--- src/hw/rtl/mie_pkg.sv ---
package mie_pkg;

  typedef enum logic [1:0] {
    ST_IDLE,
    ST_START,
    ST_RUN,
    ST_DONE
  } mie_state_t;

  // one quotient bit as it leaves the serial divider, msb first
  typedef struct packed {
    logic vld;
    logic dig;
    logic last;
  } mie_qbit_t;

endpackage

--- src/hw/rtl/mie_sdiv.sv ---
module mie_sdiv
  import mie_pkg::*;
#(
  parameter int WIDTH = 16
) (
  input  logic             clk,
  input  logic             rst_n,
  input  logic             start,
  input  logic [WIDTH-1:0] dividend,
  input  logic [WIDTH-1:0] divisor,
  output logic             busy,
  output mie_qbit_t        qbit,
  output logic [WIDTH-1:0] remainder
);

  localparam int CNT_W = (WIDTH > 1) ? $clog2(WIDTH) : 1;

  logic [WIDTH-1:0] dvd_r;
  logic [WIDTH-1:0] dsr_r;
  logic [WIDTH-1:0] rem_r;
  logic [WIDTH-1:0] rem_nxt;
  logic [CNT_W-1:0] cnt_r;
  logic             busy_r;
  mie_qbit_t        qbit_r;
  logic [WIDTH:0]   trial;
  logic [WIDTH+1:0] diff;
  logic             qb;
  logic             last_step;

  // restoring step: shift in the next dividend bit, subtract when it fits
  always_comb begin
    trial     = {rem_r, dvd_r[WIDTH-1]};
    diff      = {1'b0, trial} - {2'b00, dsr_r};
    qb        = ~diff[WIDTH+1];
    rem_nxt   = qb ? diff[WIDTH-1:0] : trial[WIDTH-1:0];
    last_step = (cnt_r == CNT_W'(WIDTH - 1));
  end

  always_ff @(posedge clk) begin
    if (!rst_n) begin
      busy_r     <= 1'b0;
      qbit_r.vld <= 1'b0;
    end else begin
      qbit_r.vld <= 1'b0;
      if (start) begin
        busy_r <= 1'b1;
      end else if (busy_r) begin
        qbit_r.vld  <= 1'b1;
        qbit_r.dig  <= qb;
        qbit_r.last <= last_step;
        if (last_step) begin
          busy_r <= 1'b0;
        end
      end
    end
  end

  always_ff @(posedge clk) begin
    if (start) begin
      dvd_r <= dividend;
      dsr_r <= divisor;
      rem_r <= '0;
      cnt_r <= '0;
    end else if (busy_r) begin
      dvd_r <= {dvd_r[WIDTH-2:0], 1'b0};
      rem_r <= rem_nxt;
      cnt_r <= cnt_r + CNT_W'(1);
    end
  end

  assign busy      = busy_r;
  assign qbit      = qbit_r;
  assign remainder = rem_r;

endmodule

--- src/hw/rtl/mie_smac.sv ---
module mie_smac
  import mie_pkg::*;
#(
  parameter int WIDTH = 16
) (
  input  logic           clk,
  input  logic           rst_n,
  input  logic           start,
  input  logic [WIDTH:0] cur,
  input  logic [WIDTH:0] nxt,
  input  mie_qbit_t      qbit,
  output logic           done,
  output logic [WIDTH:0] coef
);

  // coefficients are kept modulo 2^(WIDTH+1), which is all the output needs
  logic [WIDTH:0] acc_r;
  logic [WIDTH:0] acc_nxt;
  logic [WIDTH:0] cur_r;
  logic [WIDTH:0] nxt_r;
  logic           done_r;

  // horner over the quotient bits: acc = 2*acc - qbit*nxt
  assign acc_nxt = {acc_r[WIDTH-1:0], 1'b0} - (qbit.dig ? nxt_r : '0);

  always_ff @(posedge clk) begin
    if (!rst_n) begin
      done_r <= 1'b0;
    end else begin
      done_r <= qbit.vld & qbit.last;
    end
  end

  always_ff @(posedge clk) begin
    if (start) begin
      acc_r <= '0;
      cur_r <= cur;
      nxt_r <= nxt;
    end else if (qbit.vld) begin
      acc_r <= acc_nxt;
    end
  end

  assign done = done_r;
  assign coef = cur_r + acc_r;

endmodule

--- src/hw/rtl/modular_inverse_ext_euclid.sv ---
// channel  dir  handshake              payload
// in       in   in_tvalid/in_tready    in_tdata: value
// out      out  out_tvalid/out_tready  out_tdata: gcd_value, inverse_value; out_tuser: exists
// cfg      in   cfg_tvalid/cfg_tready  cfg_tdata: modulus
//
// in one Euclid step the serial divider gives one quotient bit a cycle,
// with the coefficient update riding along bit by bit
// an item takes at most 23 Euclid steps for 16 bits
// a zero modulus skips all steps; reset is synchronous and sets the modulus to 1
// a new word is taken while the last result still waits; a stalled output
// holds the block only at the end of the next item
module modular_inverse_ext_euclid
  import mie_pkg::*;
#(
  parameter int WIDTH = 16
) (
  input  logic                                clk,
  input  logic                                rst_n,
  input  logic                                in_tvalid,
  output logic                                in_tready,
  input  logic [((WIDTH+7)/8)*8-1:0]          in_tdata,   // value
  output logic                                out_tvalid,
  input  logic                                out_tready,
  output logic [((2*WIDTH+1+7)/8)*8-1:0]      out_tdata,  // gcd_value, inverse_value
  output logic                                out_tuser,  // inverse_exists
  input  logic                                cfg_tvalid,
  output logic                                cfg_tready,
  input  logic [((WIDTH+7)/8)*8-1:0]          cfg_tdata   // modulus
);

  localparam int OUT_TW = ((2*WIDTH+1+7)/8)*8;

  mie_state_t       state_r;
  mie_state_t       state_nxt;
  logic [WIDTH-1:0] mod_r;
  logic [WIDTH-1:0] a_r;
  logic [WIDTH-1:0] n_r;
  logic [WIDTH:0]   cur_r;
  logic [WIDTH:0]   nxt_r;
  logic [WIDTH-1:0] gcd_r;
  logic [WIDTH:0]   inv_r;
  logic             ok_r;
  logic             out_vld_r;

  logic             in_acc;
  logic             step_go;
  logic             step_load;
  logic             out_load;
  logic             div_busy;
  mie_qbit_t        qbit;
  logic [WIDTH-1:0] rem;
  logic             mac_done;
  logic [WIDTH:0]   coef;

  mie_sdiv #(.WIDTH(WIDTH)) u_div (
    .clk       (clk),
    .rst_n     (rst_n),
    .start     (step_go),
    .dividend  (a_r),
    .divisor   (n_r),
    .busy      (div_busy),
    .qbit      (qbit),
    .remainder (rem)
  );

  mie_smac #(.WIDTH(WIDTH)) u_mac (
    .clk   (clk),
    .rst_n (rst_n),
    .start (step_go),
    .cur   (cur_r),
    .nxt   (nxt_r),
    .qbit  (qbit),
    .done  (mac_done),
    .coef  (coef)
  );

  always_comb begin
    state_nxt = state_r;
    case (state_r)
      ST_IDLE: begin
        if (in_tvalid) begin
          state_nxt = (mod_r == '0) ? ST_DONE : ST_START;
        end
      end
      ST_START: begin
        state_nxt = ST_RUN;
      end
      ST_RUN: begin
        if (mac_done) begin
          state_nxt = (rem == '0) ? ST_DONE : ST_START;
        end
      end
      ST_DONE: begin
        if (!out_vld_r || out_tready) begin
          state_nxt = ST_IDLE;
        end
      end
      default: begin
        state_nxt = ST_IDLE;
      end
    endcase
  end

  always_comb begin
    in_tready = 1'b0;
    step_go   = 1'b0;
    step_load = 1'b0;
    out_load  = 1'b0;
    case (state_r)
      ST_IDLE:  in_tready = 1'b1;
      ST_START: step_go   = 1'b1;
      ST_RUN:   step_load = mac_done;
      ST_DONE:  out_load  = !out_vld_r || out_tready;
      default:  in_tready = 1'b0;
    endcase
  end

  assign in_acc     = in_tvalid & in_tready;
  assign cfg_tready = 1'b1;

  always_ff @(posedge clk) begin
    if (!rst_n) begin
      state_r   <= ST_IDLE;
      mod_r     <= WIDTH'(1);
      out_vld_r <= 1'b0;
    end else begin
      state_r <= state_nxt;
      if (cfg_tvalid) begin
        mod_r <= cfg_tdata[WIDTH-1:0];
      end
      if (out_load) begin
        out_vld_r <= 1'b1;
      end else if (out_tready) begin
        out_vld_r <= 1'b0;
      end
    end
  end

  // (a, n, cur, nxt) <= (n, a mod n, nxt, cur - q*nxt)
  always_ff @(posedge clk) begin
    if (in_acc) begin
      a_r   <= in_tdata[WIDTH-1:0];
      n_r   <= mod_r;
      cur_r <= (WIDTH+1)'(1);
      nxt_r <= '0;
    end else if (step_load) begin
      a_r   <= n_r;
      n_r   <= rem;
      cur_r <= nxt_r;
      nxt_r <= coef;
    end
  end

  always_ff @(posedge clk) begin
    if (out_load) begin
      gcd_r <= a_r;
      ok_r  <= (a_r == WIDTH'(1));
      inv_r <= (a_r == WIDTH'(1)) ? cur_r : '0;
    end
  end

  assign out_tvalid = out_vld_r;
  assign out_tdata  = OUT_TW'({inv_r, gcd_r});
  assign out_tuser  = ok_r;

  a_start_idle_div: assert property (@(posedge clk) disable iff (!rst_n)
    step_go |-> !div_busy)
    else $error("divider restarted while busy");

  a_mac_in_run: assert property (@(posedge clk) disable iff (!rst_n)
    mac_done |-> state_r == ST_RUN)
    else $error("coefficient update outside a Euclid step");

  a_ok_gcd: assert property (@(posedge clk) disable iff (!rst_n)
    (out_tvalid && out_tuser) |-> out_tdata[WIDTH-1:0] == WIDTH'(1))
    else $error("inverse flagged without unit gcd");

  a_noinv_zero: assert property (@(posedge clk) disable iff (!rst_n)
    (out_tvalid && !out_tuser) |-> out_tdata[2*WIDTH:WIDTH] == '0)
    else $error("nonzero coefficient without inverse");

endmodule
--- config.mk ---
export PLATFORM = sky130hd
export DESIGN_NAME = modular_inverse_ext_euclid
export DESIGN_NICKNAME = d
export VERILOG_FILES = /design/src/hw/rtl/mie_pkg.sv /design/src/hw/rtl/mie_sdiv.sv /design/src/hw/rtl/mie_smac.sv /design/src/hw/rtl/modular_inverse_ext_euclid.sv
export SDC_FILE = /design/constraint.sdc
export NUM_CORES = 1
export LEC_CHECK = 0
export BUFFER_PORTS_ARGS = -buffer_cell sky130_fd_sc_hd__buf_4
export CAP_MARGIN = 25
export CELL_PAD_IN_SITES_DETAIL_PLACEMENT = 1
export CELL_PAD_IN_SITES_GLOBAL_PLACEMENT = 2
export CORE_ASPECT_RATIO = 0.5
export CORE_MARGIN = 2
export CORE_UTILIZATION = 42
export DETAILED_ROUTE_END_ITERATION = 10
export PLACE_DENSITY = 0.83
export SYNTH_ARGS = -nofsm -noshare
export SYNTH_HDL_FRONTEND = slang
export SYNTH_SLANG_ARGS = --single-unit
--- constraint.sdc ---
create_clock -name clk -period 4.4 [get_ports clk]
set_input_delay 0.44 -clock clk [delete_from_list [all_inputs] [get_ports clk]]
set_output_delay 0.44 -clock clk [all_outputs]
set_load 0.05 [all_outputs]
==> reports/results.ini <==
[global_routing]
grt_pass1_wl_um = 47000
antenna_found_initial = 0
grt_pass1_vias = 8403
grt_use_total_pct = 21.6
grt_start_max_net_pins = 63
gr-total-overflow = 0

[timing]
hold_viol = 0
setup_viol = 0
clock.fmax_ghz = 0.313
period_share_pct = 72.5
relSlewSlack_pct = 40.8
final_max_slew_viol_count = 0
clock-skew-final_ps = 14.3
fin_crit_ps = 3190
rsz0062_at_grt = no
fin_setup_tns_ps = 0
tightest_slew_ps = 888

[die]
dieArea_um2 = 27500
pin_count = 81
rows = 41
start_util_pct = 43.2
core-area_um2 = 25400
die_h_um = 118
die_w_um = 233

[run]
drv_cap = 0

[worst_setup_path]
crit_top_cell = a21oi_1
cp_slowest_cell = a21oi_1
path_cells = ha_1, nor2b_1, o21ai_0, a21oi_1, o21bai_1, a21oi_1, nor2_1, o311ai_0
cpPeakStageDelay_ps = 700
endpoint_kind = flip-flop
rrSetupSlack_ps = 1210
cp.required_ps = 4810
cp.arrival_ps = 3600
cp_max_fo = 11
r2r_cells = 8
path_class = reg2reg
startpoint_type = flip-flop

[layout]
final_cell_mix = nand2_1, edfxtp_1, dfxtp_1
layout_commonest_cell = nand2_1
diodes = 0
fillers = 2834
area_growth_pct = 14.1
nets = 1229
final-seq-area_um2 = 5890
fin_cells = 1501
layout-drive-gt1-share_pct = 11.5
fin_util_pct = 49.3
multiInputGateArea_um2 = 4720

[clock_network]
cts_tree = done
clockBufferDepth = 3
cts_root_buf = clkbuf_16
cts_num_sinks = 227
cts.htree.levels = 1
cts_buffers = 22
path_clk_slew_ps = 70
cts_hold_buf = 0
postCtsSetupRepairBufs = 0
cts_resized = 0
insertion_delay_ps = 520

[routing]
drc = 0
routed_wirelength_um = 29400
routed_via_density = 5.50
initialDrtViolationCount = 477
drt.antenna.violating_nets = 0
routedWlPerCell_um = 19.6
vias = 8251
firstDrtPassIters = 5

[logic_synthesis]
yosys_warnings = 0
syn_area_um2 = 11000
synthCells = 1092
synth_top_area_cell = edfxtp_1
yosysUniqueCellTypes = 72
synth_edf_count = 134
ys.flop_type = edfxtp_1
ys_ff_latch = 227
synth_top_area_share_pct = 36.6
syn_avg_cell_area_um2 = 10.1
async_flop_share_pct = 0
ys_seq_area_share_pct = 53.6
ys_top_cells_by_area = edfxtp_1, dfxtp_1, nand2_1, ha_1, a21oi_1

[power_and_ir_drop]
total_power_uw = 6480
ir_worst_vdd_mv = 0.218
p_leak_uw = 0.00512
p_per_area_nw_per_um2 = 517

[place]
hpwl_um = 20700
placed_cells = 1460
gp_congestion = 0.876
portBuffers = 72

[worst_hold_path]
worstHoldPathType = in2reg
hold_path_depth = 3

[run_status]
status = finished clean

-- cells in the mapped netlist (9+ instances only) --
library cell    n
and2_1         24
a21oi_1        65
dfxtp_1        93
xnor2_1        20
ha_1           48
inv_1          29
o21ai_0        53
and3_1         14
a211oi_1        9
nand2b_1       10
nand3_1        19
nor3_1         11
mux2i_1        28
nor2_1         51
edfxtp_1      134
a21o_1         22
xor2_1         17
nor4_1         13
clkbuf_1       45
nor2b_1        23
nand2_1       238
-- where the power goes --
group	internal, uW	switching [uW]	total, uW
clock network	1200	825	2030
logic	721	1050	1780
registers	2480	196	2670
-- cell type report --
| cell class | instances | area share (%) |
|---|---|---|
| clock buffers | 33 | 5.21 |
| clock inverters | 7 | 0.918 |
| inverters | 30 | 0.898 |
| multi-input cells | 779 | 37.6 |
| flip-flops and latches | 227 | 46.9 |
| well taps | 344 | 3.43 |
| repair buffers | 81 | 4.95 |
-- metal layers --
| metal | GRT usage [%] | part of all wire [%] | routed length, um |
|---|---|---|---|
| met1 | 30.5 | 48 | 14000 |
| met2 | 34.8 | 46 | 13500 |
| met3 | 3.02 | 3.6 | 1070 |
| met4 | 5.85 | 2.6 | 756 |
| met5 | 0 | 0 | 0 |
-- worst paths after layout --
check / start / end
setup reg to reg: u_div.remainder[0]$_SDFFE_PP0P_ / u_div.remainder[7]$_SDFFE_PP0P_
hold / removal: cfg_tdata[0] / mod_r[0]$_SDFFE_PN1P_
hold reg to reg: cur_r[6]$_SDFFE_PP0P_ / u_mac.cur_r[6]$_DFFE_PP_
setup / recovery: u_div.remainder[0]$_SDFFE_PP0P_ / u_div.remainder[7]$_SDFFE_PP0P_
-- flip-flops by register name (all words and copies together) (netlist names) --
signal           cells
u_div.qbit           3
out_tuser            1
u_mac.done           1
u_div.remainder     16
mod_r               16
u_div.dsr_r         16
u_div.dvd_r         16
u_div.busy           1
u_mac.cur_r         17
out_tvalid           1
state_r              2
u_div.cnt_r          4
a_r                 16
n_r                 16
nxt_r               17
cur_r               17
u_mac.acc_r         17
inv_r               17
u_mac.nxt_r         17
gcd_r               16
-- critical path, delay by kind of cell (launching register included) --
family                   cells  cell delay, ps
AO/OA/AOI/OAI                5            1920
AND/OR/NAND/NOR              2             450
flip-flops                   1             380
adder cells (fa/ha/maj)      1             310
-- cells by family (layout without fill, tap and decap cells) --
logic type	count (synthesis)	count (layout)	synth area share, %
xor+xnor	37	37	2.95
other cells	2	8	0.0684
flops	227	227	53.6
fa+ha+maj	51	51	6.01
mux	28	28	2.55
compound gates	223	223	13.1
simple gates	432	432	17.9
buf+inv	92	151	3.77
-- through the flow --
stage                     setup slack (ps)  cell area [um^2]  hold WS (ps)
final                                 1210             12500           140
after global routing                  1050             12500           134
after CTS                             1290             12500           123
after detailed placement              1310             11700           442
after global placement                1420             11700           436
after floorplan                       1490             11000           422
Note: power is estimated with default switching activity, not from simulation.
